**src/sv/wsfd_pkg.sv**
```systemverilog
package wsfd_pkg;

   // length counter width, 16 to 64
   localparam int LENGTH_BITS = 64;

   // result kinds
   localparam logic [1:0] KIND_PAYLOAD = 2'd0;
   localparam logic [1:0] KIND_EMPTY   = 2'd1;
   localparam logic [1:0] KIND_CLOSE   = 2'd2;

   // opcodes with special handling
   localparam logic [3:0] OP_CLOSE = 4'h8;
   localparam logic [3:0] OP_PING  = 4'h9;
   localparam logic [3:0] OP_PONG  = 4'hA;

   // short length codes that select an extended length
   localparam logic [6:0] LEN7_EXT16 = 7'd126;
   localparam logic [6:0] LEN7_EXT64 = 7'd127;
   localparam logic [3:0] EXT16_BYTES = 4'd2;
   localparam logic [3:0] EXT64_BYTES = 4'd8;

   // parser phases, one-hot
   typedef enum logic [4:0] {
      PH_HDR0 = 5'b00001,
      PH_HDR1 = 5'b00010,
      PH_EXT  = 5'b00100,
      PH_KEY  = 5'b01000,
      PH_PAY  = 5'b10000
   } phase_type;

   // one result item
   typedef struct packed {
      logic [1:0] kind;
      logic [7:0] data;
      logic [3:0] opcode;
      logic       last;
   } result_type;

endpackage

```
**src/sv/wsfd_parser.sv**
```systemverilog
module wsfd_parser (
   input  logic                   clock,
   input  logic                   reset,
   input  logic                   req_valid,
   output logic                   req_stall,
   input  logic [7:0]             req_in_byte,
   input  logic                   out_ready,
   output logic                   res_valid,
   output wsfd_pkg::result_type   res_item
);

   localparam int LB = wsfd_pkg::LENGTH_BITS;

   logic                  in_valid_ff, in_valid_in;
   logic [7:0]            in_byte_ff, in_byte_in;
   wsfd_pkg::phase_type   phase_ff, phase_in;
   logic [3:0]            opcode_ff, opcode_in;
   logic                  masked_ff, masked_in;
   logic [3:0]            ext_left_ff, ext_left_in;
   logic [LB-1:0]         rem_ff, rem_in;
   logic [31:0]           key_ff, key_in;
   logic [1:0]            key_pos_ff, key_pos_in;
   logic                  closed_ff, closed_in;

   logic                  fire;
   logic                  ctrl_skip;
   logic                  len_complete;
   logic                  hdr_done;
   logic [LB-1:0]         rem_dec;
   logic [LB-1:0]         rem_shift;
   logic                  rem_sat;
   logic [7:0]            key_byte;
   logic [3:0]            ext_dec;

   // input register
   assign fire      = in_valid_ff && out_ready;
   assign req_stall = in_valid_ff && !out_ready;

   always_comb begin
      in_valid_in = in_valid_ff;
      in_byte_in  = in_byte_ff;
      if (req_valid && !req_stall) begin
         in_valid_in = 1'b1;
         in_byte_in  = req_in_byte;
      end else if (fire) begin
         in_valid_in = 1'b0;
      end
   end

   // helpers for the length and key datapath
   assign ctrl_skip = (opcode_ff == wsfd_pkg::OP_PING) || (opcode_ff == wsfd_pkg::OP_PONG);
   assign rem_dec   = rem_ff - LB'(1);
   assign rem_shift = {rem_ff[LB-9:0], in_byte_ff};
   assign rem_sat   = |rem_ff[LB-1:LB-8];
   assign ext_dec   = ext_left_ff - 4'd1;

   always_comb begin
      case (key_pos_ff)
         2'd0:    key_byte = key_ff[31:24];
         2'd1:    key_byte = key_ff[23:16];
         2'd2:    key_byte = key_ff[15:8];
         default: key_byte = key_ff[7:0];
      endcase
   end

   // frame decode, one byte per fire
   always_comb begin
      phase_in     = phase_ff;
      opcode_in    = opcode_ff;
      masked_in    = masked_ff;
      ext_left_in  = ext_left_ff;
      rem_in       = rem_ff;
      key_in       = key_ff;
      key_pos_in   = key_pos_ff;
      closed_in    = closed_ff;
      len_complete = 1'b0;
      hdr_done     = 1'b0;
      res_valid    = 1'b0;
      res_item     = '{kind: wsfd_pkg::KIND_PAYLOAD, data: 8'd0, opcode: opcode_ff, last: 1'b1};

      if (fire && !closed_ff) begin
         case (phase_ff)
            wsfd_pkg::PH_HDR0: begin
               opcode_in = in_byte_ff[3:0];
               phase_in  = wsfd_pkg::PH_HDR1;
            end
            wsfd_pkg::PH_HDR1: begin
               masked_in = in_byte_ff[7];
               if (opcode_ff == wsfd_pkg::OP_CLOSE) begin
                  closed_in     = 1'b1;
                  phase_in      = wsfd_pkg::PH_HDR0;
                  res_valid     = 1'b1;
                  res_item.kind = wsfd_pkg::KIND_CLOSE;
               end else begin
                  rem_in = '0;
                  if (in_byte_ff[6:0] == wsfd_pkg::LEN7_EXT16) begin
                     ext_left_in = wsfd_pkg::EXT16_BYTES;
                     phase_in    = wsfd_pkg::PH_EXT;
                  end else if (in_byte_ff[6:0] == wsfd_pkg::LEN7_EXT64) begin
                     ext_left_in = wsfd_pkg::EXT64_BYTES;
                     phase_in    = wsfd_pkg::PH_EXT;
                  end else begin
                     rem_in       = LB'(in_byte_ff[6:0]);
                     len_complete = 1'b1;
                  end
               end
            end
            wsfd_pkg::PH_EXT: begin
               // saturate when another byte would overflow
               rem_in       = rem_sat ? '1 : rem_shift;
               ext_left_in  = ext_dec;
               len_complete = (ext_dec == 4'd0);
            end
            wsfd_pkg::PH_KEY: begin
               key_in     = {key_ff[23:0], in_byte_ff};
               key_pos_in = key_pos_ff + 2'd1;
               hdr_done   = (key_pos_ff == 2'd3);
            end
            wsfd_pkg::PH_PAY: begin
               key_pos_in = key_pos_ff + 2'd1;
               rem_in     = rem_dec;
               if (rem_dec == '0) begin
                  phase_in = wsfd_pkg::PH_HDR0;
               end
               res_valid     = !ctrl_skip;
               res_item.kind = wsfd_pkg::KIND_PAYLOAD;
               res_item.data = masked_ff ? (in_byte_ff ^ key_byte) : in_byte_ff;
               res_item.last = (rem_dec == '0);
            end
            default: begin
               phase_in = wsfd_pkg::PH_HDR0;
            end
         endcase

         // length known: collect the key or finish the header
         if (len_complete) begin
            if (masked_in) begin
               phase_in   = wsfd_pkg::PH_KEY;
               key_pos_in = 2'd0;
               key_in     = '0;
            end else begin
               hdr_done = 1'b1;
            end
         end

         // header complete: empty frame or payload
         if (hdr_done) begin
            key_pos_in = 2'd0;
            if (rem_in == '0) begin
               phase_in      = wsfd_pkg::PH_HDR0;
               res_valid     = !ctrl_skip;
               res_item.kind = wsfd_pkg::KIND_EMPTY;
               res_item.data = 8'd0;
               res_item.last = 1'b1;
            end else begin
               phase_in = wsfd_pkg::PH_PAY;
            end
         end
      end
   end

   // state registers
   always_ff @(posedge clock) begin
      if (reset) begin
         in_valid_ff <= 1'b0;
         phase_ff    <= wsfd_pkg::PH_HDR0;
         opcode_ff   <= 4'd0;
         masked_ff   <= 1'b0;
         ext_left_ff <= 4'd0;
         rem_ff      <= '0;
         key_ff      <= '0;
         key_pos_ff  <= 2'd0;
         closed_ff   <= 1'b0;
      end else begin
         in_valid_ff <= in_valid_in;
         phase_ff    <= phase_in;
         opcode_ff   <= opcode_in;
         masked_ff   <= masked_in;
         ext_left_ff <= ext_left_in;
         rem_ff      <= rem_in;
         key_ff      <= key_in;
         key_pos_ff  <= key_pos_in;
         closed_ff   <= closed_in;
      end
   end

   always_ff @(posedge clock) begin
      in_byte_ff <= in_byte_in;
   end

`ifndef NO_ASSERTIONS
   // once closed, stays closed until reset
   a_closed_sticky: assert property (@(posedge clock) disable iff (reset)
      closed_ff |=> closed_ff)
      else $error("closed flag dropped");

   // no result after the connection is closed
   a_no_result_closed: assert property (@(posedge clock) disable iff (reset)
      closed_ff |-> !res_valid)
      else $error("result after close");

   // a result only leaves with a consumed byte
   a_result_needs_fire: assert property (@(posedge clock) disable iff (reset)
      res_valid |-> fire)
      else $error("result without input byte");

   // payload phase always has bytes left
   a_payload_nonzero: assert property (@(posedge clock) disable iff (reset)
      (phase_ff == wsfd_pkg::PH_PAY) |-> (rem_ff != '0))
      else $error("payload phase with zero length");
`endif

endmodule

```
**src/sv/wsfd_out_reg.sv**
```systemverilog
module wsfd_out_reg (
   input  logic                   clock,
   input  logic                   reset,
   input  logic                   res_valid,
   input  wsfd_pkg::result_type   res_item,
   output logic                   out_ready,
   output logic                   rsp_valid,
   input  logic                   rsp_stall,
   output wsfd_pkg::result_type   rsp_item
);

   logic                   valid_ff, valid_in;
   wsfd_pkg::result_type   item_ff, item_in;

   // result register, refilled whenever it is empty or being taken
   assign out_ready = !valid_ff || !rsp_stall;

   always_comb begin
      valid_in = valid_ff;
      item_in  = item_ff;
      if (out_ready) begin
         valid_in = res_valid;
         item_in  = res_item;
      end
   end

   always_ff @(posedge clock) begin
      if (reset) begin
         valid_ff <= 1'b0;
      end else begin
         valid_ff <= valid_in;
      end
   end

   always_ff @(posedge clock) begin
      item_ff <= item_in;
   end

   assign rsp_valid = valid_ff;
   assign rsp_item  = item_ff;

endmodule

```
**src/sv/websocket_frame_decoder_core.sv**
```systemverilog
// Frame decoder for a websocket byte stream after the opening handshake. One byte
// is taken per clock, sustained while rsp_stall is low; an accepted byte passes
// the input register, then the result register; the single decode stage between
// them sets that rate. Each byte gives at most one item: an unmasked payload byte
// (last_of_frame on the final one), an empty-frame marker for a zero-length data
// frame, or a close marker, after which all input is consumed and dropped until
// reset. Ping and pong frames are skipped by their length without output. FIN and
// RSV bits are ignored and fragments are passed on as separate frames.
module websocket_frame_decoder_core (
   input  logic        clock,
   input  logic        reset,
   input  logic        req_valid,
   output logic        req_stall,
   input  logic [7:0]  req_in_byte,
   output logic        rsp_valid,
   input  logic        rsp_stall,
   output logic [1:0]  rsp_out_kind,
   output logic [7:0]  rsp_out_byte,
   output logic [3:0]  rsp_frame_opcode,
   output logic        rsp_last_of_frame
);

   logic                   out_ready;
   logic                   res_valid;
   wsfd_pkg::result_type   res_item;
   wsfd_pkg::result_type   rsp_item;

   // header parse, unmasking and length tracking
   wsfd_parser u_parser (
      .clock       (clock),
      .reset       (reset),
      .req_valid   (req_valid),
      .req_stall   (req_stall),
      .req_in_byte (req_in_byte),
      .out_ready   (out_ready),
      .res_valid   (res_valid),
      .res_item    (res_item)
   );

   // result register
   wsfd_out_reg u_out_reg (
      .clock     (clock),
      .reset     (reset),
      .res_valid (res_valid),
      .res_item  (res_item),
      .out_ready (out_ready),
      .rsp_valid (rsp_valid),
      .rsp_stall (rsp_stall),
      .rsp_item  (rsp_item)
   );

   assign rsp_out_kind      = rsp_item.kind;
   assign rsp_out_byte      = rsp_item.data;
   assign rsp_frame_opcode  = rsp_item.opcode;
   assign rsp_last_of_frame = rsp_item.last;

endmodule
```
**config.mk**
```make
export PLATFORM = sky130hd
export DESIGN_NAME = websocket_frame_decoder_core
export DESIGN_NICKNAME = d
export VERILOG_FILES = /design/src/sv/wsfd_pkg.sv /design/src/sv/wsfd_parser.sv /design/src/sv/wsfd_out_reg.sv /design/src/sv/websocket_frame_decoder_core.sv
export SDC_FILE = /design/constraint.sdc
export NUM_CORES = 1
export LEC_CHECK = 0
export BUFFER_PORTS_ARGS = -buffer_cell sky130_fd_sc_hd__buf_4
export CAP_MARGIN = 20
export CELL_PAD_IN_SITES_DETAIL_PLACEMENT = 0
export CELL_PAD_IN_SITES_GLOBAL_PLACEMENT = 2
export CORE_ASPECT_RATIO = 0.7
export CORE_MARGIN = 2
export CORE_UTILIZATION = 37
export CTS_BUF_LIST = sky130_fd_sc_hd__clkbuf_8 sky130_fd_sc_hd__clkbuf_16
export CTS_CLUSTER_SIZE = 12
export DETAILED_ROUTE_END_ITERATION = 7
export HOLD_SLACK_MARGIN = 0.1
export PLACE_DENSITY_LB_ADDON = 0.1
export SLEW_MARGIN = 5
export SYNTH_ARGS = -nofsm -noshare
export SYNTH_HDL_FRONTEND = slang
export SYNTH_SLANG_ARGS = --single-unit
```
**constraint.sdc**
```tcl
create_clock -name clock -period 4.2 [get_ports clock]
set_clock_uncertainty 0.05 [all_clocks]
set_input_delay 0.84 -clock clock [delete_from_list [all_inputs] [get_ports clock]]
set_output_delay 0.84 -clock clock [all_outputs]
set_load 0.02 [all_outputs]
```
Yosys cells after proc, flatten, opt, wreduce, memory -nomap -nowiden
Index checks and enable logic that the tools add are counted.

Input bits: 12. Word-level logic and storage cells: 112. Output and inout port bits: 17. Flip-flop bits (word level): 138.

$add $sub $neg: 3. Eq/ne operators: 15. Reduce and logical (&&, ||, !) cells: 24. Mux-type cells: 54. Bitwise logic cells: 1.

Operators with widths (count): two-way mux 64 bit (4); case mux 64 bit (3 select lines) (1); zero test 64 bit (2); two-way mux 32 bit (3); subtractor 64 x 1 -> 64 bit, second input constant (1); two-way mux 5 bit (8); case mux 8 bit (3 select lines) (1); two-way mux 10 bit (2); case mux 5 bit (4 select lines) (1); two-way mux 1 bit (19); two-way mux 8 bit (2); equality test 7 bit, second input constant (2); equality test 4 bit, second input constant (3); two-way mux 2 bit (6); two-way mux 4 bit (3); case mux 4 bit (2 select lines) (1); OR reduction 8 bit (1); XOR 8 bit (1); two-way mux 7 bit (1); zero test 1 bit (6); equality test 5 x 1 -> 1 bit, second input constant (1); equality test 5 x 2 -> 1 bit, second input constant (1); equality test 5 x 3 -> 1 bit, second input constant (1); equality test 5 x 4 -> 1 bit, second input constant (1); other kinds (17) (25).

Depth between registers and ports, before layout
Depth after elaboration: 10. Depth in mapped cells: 15. Depth with buffers taken out: 13.

Hierarchy
A second synthesis with hierarchy kept.

Cell total of the unflattened synthesis: 1371. Area, all modules: 9844.4 um^2.

By module, submodules not included: wsfd_parser (cells an instance 1352, sequential area each 2522.4 um^2, times used 1, area each 9361.5 um^2); wsfd_out_reg (cells an instance 19, sequential area each 470.5 um^2, times used 1, area each 483.0 um^2).

Worst setup path before layout
Ideal clock, no wire load.

Path type: reg2reg. Start: register u_parser.rem_ff[1]. End: register u_parser.phase_ff[0]. Setup slack: 795 ps. Clock period less this slack: 3405 ps. Arrival: 3297 ps. Path buffers: 2. Cell stages (with the launch flop): 16. Data required time: 4091 ps. Setup time: 59 ps. Path through: dfxtp_1 > clkbuf_1 > inv_1 > ha_1 > nor4b_4 > nand2_2 > or3_1 > buf_2 > nor4_4 > xor2_1 > or4_1 > nor4_1 > nand4_1 > o21ai_0 > a21oi_1 > nand2_1.

Longest elaborated chain between the ends: 7. Elaborated cells on any way between the ends: 13. Classes of those cells: 1 x add/sub; 10 x mux; 2 x reduce/logical.

RTL lines: from (decl) (line wsfd_parser.sv:20) `logic [LB-1:0] rem_ff, rem_in;`; from (signal assigned) (line wsfd_parser.sv:180) `rem_ff <= rem_in;`; subtractor 64 x 1 -> 64 bit (line wsfd_parser.sv:52) `assign rem_dec = rem_ff - LB'(1);`; zero test 64 bit (line wsfd_parser.sv:122) `if (rem_dec == '0) begin`; two-way mux 5 bit (line wsfd_parser.sv:122); case mux 5 bit (4 select lines) (line wsfd_parser.sv:82) `case (phase_ff)`; two-way mux 5 bit (line wsfd_parser.sv:137) `if (masked_in) begin`; two-way mux 5 bit (line wsfd_parser.sv:136) `if (len_complete) begin`; two-way mux 5 bit * (line wsfd_parser.sv:147) `if (hdr_done) begin`; to (signal assigned) (line wsfd_parser.sv:166) `phase_ff <= wsfd_pkg::PH_HDR0;`; to (signal assigned) (line wsfd_parser.sv:176) `phase_ff <= phase_in;`; to (decl) (line wsfd_parser.sv:16) `wsfd_pkg::phase_type phase_ff, phase_in;`.

Every way passes the cells marked *; elsewhere a longest branch is shown, timed or not. The select of a mux whose other input is x is not followed. A chain may end at the register's enable or synchronous reset.

Final worst setup path
Start: register u_parser.rem_ff[30]. End: register u_out_reg.item_ff (netlist bit u_out_reg.rsp_item[11]) (data pin).

Longest elaborated chain between the ends: 6. Elaborated cells on any way between the ends: 8. Classes of those cells: 1 x add/sub; 6 x mux; 1 x reduce/logical.

RTL lines: subtractor 64 x 1 -> 64 bit, or another cell as far along (line wsfd_parser.sv:52); case mux 64 bit (3 select lines) * (line wsfd_parser.sv:82); two-way mux 64 bit * (line wsfd_parser.sv:81) `if (fire && !closed_ff) begin`; zero test 64 bit * (line wsfd_parser.sv:149) `if (rem_in == '0) begin`; two-way mux 10 bit * (line wsfd_parser.sv:149); two-way mux 10 bit * (line wsfd_parser.sv:147); to (signal assigned) (line wsfd_out_reg.sv:36) `item_ff <= item_in;`; to (decl) (line wsfd_out_reg.sv:13) `wsfd_pkg::result_type item_ff, item_in;`.

Marks and branches as above.

==> results.sh <==
export IMPL_outcome="finished, final reports clean"
export IMPL_vias=10260
export IMPL_synth_fp_nets=1283
export IMPL_min_period_ns=4.115
export IMPL_hold_ws_ns=0.4080
export IMPL_die_h_um=137.0
export IMPL_grt_busiest_layer="met1"
export IMPL_clkSinkCount=138
export IMPL_min_delay_start="u_parser.key_ff[30]"
export IMPL_areaGrowthSynthToFinish_pct=16.58
export IMPL_mostFrequentLayoutCell="nor2_1"
export IMPL_grt_use_met3_pct=10.77
export IMPL_relSlewSlack_pct=26.63
export IMPL_nFillCells=2512
export IMPL_synth_warnings=0
export IMPL_worst_setup_path_end_kind="flip-flop"
export IMPL_final_nets=1308
export IMPL_crit_fanout=10
export IMPL_routed_wl_mm=41.24
export IMPL_post_cts_buffers=0
export IMPL_die_w_um=194.0
export IMPL_synthCells=1262
export IMPL_viasPerCell=6.315
export IMPL_grt_first_pass_wirelength_mm=60.60
export IMPL_met1_usage_pct=47.97
export IMPL_grt_pass1_vias=9149
export IMPL_ant_nets=0
export IMPL_r2r_setup_slack_ns=0.08
export IMPL_grtUsageTotal_pct=30.74
export IMPL_grt_max_degree=52
export IMPL_design_die_area_um2=26570
export IMPL_critPathSlowestCell="or4_1"
export IMPL_crit_path_max_incr_delay_ns=0.70
export IMPL_synthDistinctLibCells=86
export IMPL_worst_pin_slew_ns=1.098
export IMPL_fmax_ghz=0.2430
export IMPL_yosysSeqAreaShare_pct=32.02
export IMPL_cp_required_ns=4.34
export IMPL_hold_end="u_parser.key_ff[30]"
export IMPL_async_flop_share_pct=0
export IMPL_fin_tns_setup_ns=0
export IMPL_worstReg2RegEnd="u_out_reg.rsp_item[11]"
export IMPL_fin_ws_ns=0.08474
export IMPL_antenna_found_initial=1
export IMPL_ys_flop_type="dfxtp_1"
export IMPL_clk_pin_slew_ns=0.06
export IMPL_min_path_cells=2
export IMPL_drv_slew=0
export IMPL_post_route_util_pct=44.04
export IMPL_start_util_pct=37.78
export IMPL_p_leak_uw=0.004013
export IMPL_gp_congestion=0.9674
export IMPL_drive_above_1_share_pct=15.46
export IMPL_cts_buffers=17
export IMPL_rsz0062_at_grt="false"
export IMPL_drcViolationCount=0
export IMPL_peakVddDrop_uv=247.9
export IMPL_maxCapViolations=0
export IMPL_finalHoldViolCount=0
export IMPL_wire_per_inst_um=25.38
export IMPL_pre_cts_ws_ns=0.1625
export IMPL_p_per_area_nw_per_um2=336.1
export IMPL_cts_root_buf="clkbuf_16"
export IMPL_r2r_start="u_parser.rem_ff[30]"
export IMPL_drt_pass1_iterations=8
export IMPL_clkLatencyLatePin_ns=0.45
export IMPL_met2_usage_pct=38.69
export IMPL_crit_chain="or4_1 -> nor3_1 -> nand4b_1 -> o31a_1 -> o21ai_0 -> nand4_1 -> nor4_2 -> nand4_2 -> nand3_2 -> nor2_1"
export IMPL_ys_ff_latch=138
export IMPL_core_um2=24740
export IMPL_ioPinCount=29
export IMPL_worstPathArrival_ns=4.25
export IMPL_syn_area_per_cell_um2=7.407
export IMPL_htree_levels=4
export IMPL_post_dp_hpwl_mm=29.88
export IMPL_gr_total_overflow=0
export IMPL_worst_setup_path_type="flip-flop to flip-flop"
export IMPL_synth_area_um2=9348
export IMPL_min_period_over_period_pct=97.98
export IMPL_min_path_type="flip-flop to flip-flop"
export IMPL_clk_path_buf_depth=2
export IMPL_layout_common_cells="nor2_1 (165), nand2_1 (149), buf_4 (120)"
export IMPL_r2r_worst_path_cells=10
export IMPL_finalSetupViolations=0
export IMPL_numPortBuffers=28
export IMPL_rows=48
export IMPL_cp_start_kind="flip-flop"
export IMPL_drt_initial_drc_count=1337
export IMPL_cts_tree="yes"
export IMPL_synth_edff_count=23
export IMPL_diodes=0
==> logic make-up (layout without fill, tap and decap cells) <==
kind of cell | after synthesis | count (layout) | share of synthesized area (%)
AND/OR/NAND/NOR | 573 | 573 | 31.68
multiplexers | 10 | 10 | 1.098
buffers and inverters | 135 | 173 | 5.809
XOR/XNOR | 49 | 49 | 4.672
AO/OA/AOI/OAI | 348 | 348 | 23.52
flip-flops | 138 | 138 | 32.02
adder cells (fa/ha/maj) | 9 | 9 | 1.205
==> cells in the mapped netlist, drive strengths merged (3+ instances only) <==
cell type / number / area (µm²)
nor2: 169 / 636.9
nand2: 151 / 571.8
dfxtp: 115 / 2302
o21ai: 105 / 525.5
clkbuf: 102 / 384.1
a21oi: 92 / 460.4
nor4: 51 / 419.2
nor3: 42 / 220.2
nand3: 40 / 210.2
a211oi: 27 / 202.7
xor2: 27 / 236.5
nand4: 24 / 162.7
a22oi: 23 / 172.7
edfxtp: 23 / 690.7
xnor2: 22 / 200.2
inv: 18 / 67.56
buf: 15 / 91.34
or3: 15 / 98.84
or4: 14 / 108.9
a31oi: 11 / 68.82
o21a: 11 / 82.58
and3: 10 / 62.56
ha: 9 / 112.6
nor4b: 9 / 100.1
o31ai: 9 / 67.56
a222oi: 8 / 80.08
mux2i: 8 / 80.08
and4: 7 / 61.31
o41ai: 7 / 61.31
nand3b: 6 / 45.04
nor3b: 6 / 45.04
o211ai: 6 / 45.04
a221oi: 5 / 43.79
a2bb2oi: 5 / 43.79
or2: 5 / 31.28
a21o: 4 / 30.03
and2: 4 / 25.02
nand2b: 4 / 25.02
o2111ai: 4 / 35.03
a311oi: 3 / 26.28
nand4b: 3 / 26.28
nor2b: 3 / 18.77
o31a: 3 / 26.28
or3b: 3 / 26.28
or4b: 3 / 30.03
==> routing by layer <==
| layer | wire length (µm) | vias up |
|---|---|---|
| met2 | 15290 | 578 |
| met4 | 585 | 2 |
| met5 | 11 | - |
| met1 | 20300 | 4934 |
| met3 | 5043 | 60 |
| li1 | - | 4688 |
==> power breakdown <==
part	switching, µW	total, µW	internal [µW]
clock network	698	1600	901
logic	417	634	217
registers	60.9	1430	1370
==> timing repair <==
| item | CTS | global route |
|---|---|---|
| resized for setup | 0 | 7 |
| endpoints found under the setup margin | 0 | 12 |
| hold buffers | 0 | 0 |
==> critical path, delay by kind of cell (launching register included) <==
kind / cells / cell delay (ns)
AO/OA/AOI/OAI: 2 / 0.65
flip-flops: 1 / 0.44
AND/OR/NAND/NOR: 8 / 2.73
==> sequential cells by signal, indices dropped and copies added, names as in the netlist <==
signal / cells
u_parser.phase_ff: 5
u_parser.ext_left_ff: 4
u_parser.closed_ff: 1
u_parser.in_byte_ff: 8
u_parser.key_ff: 32
u_out_reg.rsp_valid: 1
u_parser.rem_ff: 64
u_parser.key_pos_ff: 2
u_parser.opcode_ff: 4
u_out_reg.rsp_item: 15
u_parser.masked_ff: 1
u_parser.in_valid_ff: 1
==> stage by stage <==
stage	instances	total power (µW)	instance area (µm²)
after global routing	1625	3774	10900
after floorplan	1262	1811	9348
after detailed placement	1593	2059	10260
after CTS	1625	3647	10870
final	1625	3663	10900
after global placement	1592	2069	10250
==> how the worst max path moves through the flow <==
stage                             start                endpoint  slack (ns)  cells past startpoint
floorplan            u_parser.rem_ff[1]    u_parser.phase_ff[0]        0.79                     15
global placement    u_parser.rem_ff[56]   u_out_reg.rsp_item[7]        0.16                     11
detailed placement  u_parser.rem_ff[56]  u_out_reg.rsp_item[12]        0.16                     11
CTS                 u_parser.rem_ff[60]  u_out_reg.rsp_item[11]        0.15                     11
global route        u_parser.rem_ff[30]  u_out_reg.rsp_item[11]        0.06                     10
finish              u_parser.rem_ff[30]  u_out_reg.rsp_item[11]        0.08                     10
==> final cells by class <==
type | instances | area [µm²] | area share [%]
multi-input cells | 989 | 5869 | 53.86
flip-flops and latches | 138 | 2993 | 27.46
repair buffers | 123 | 955.9 | 8.771
clock buffers | 19 | 475.5 | 4.363
well taps | 325 | 406.6 | 3.731
clock inverters | 13 | 130.1 | 1.194
inverters | 18 | 67.56 | 0.6200
Power figures use the tool's default switching activity.
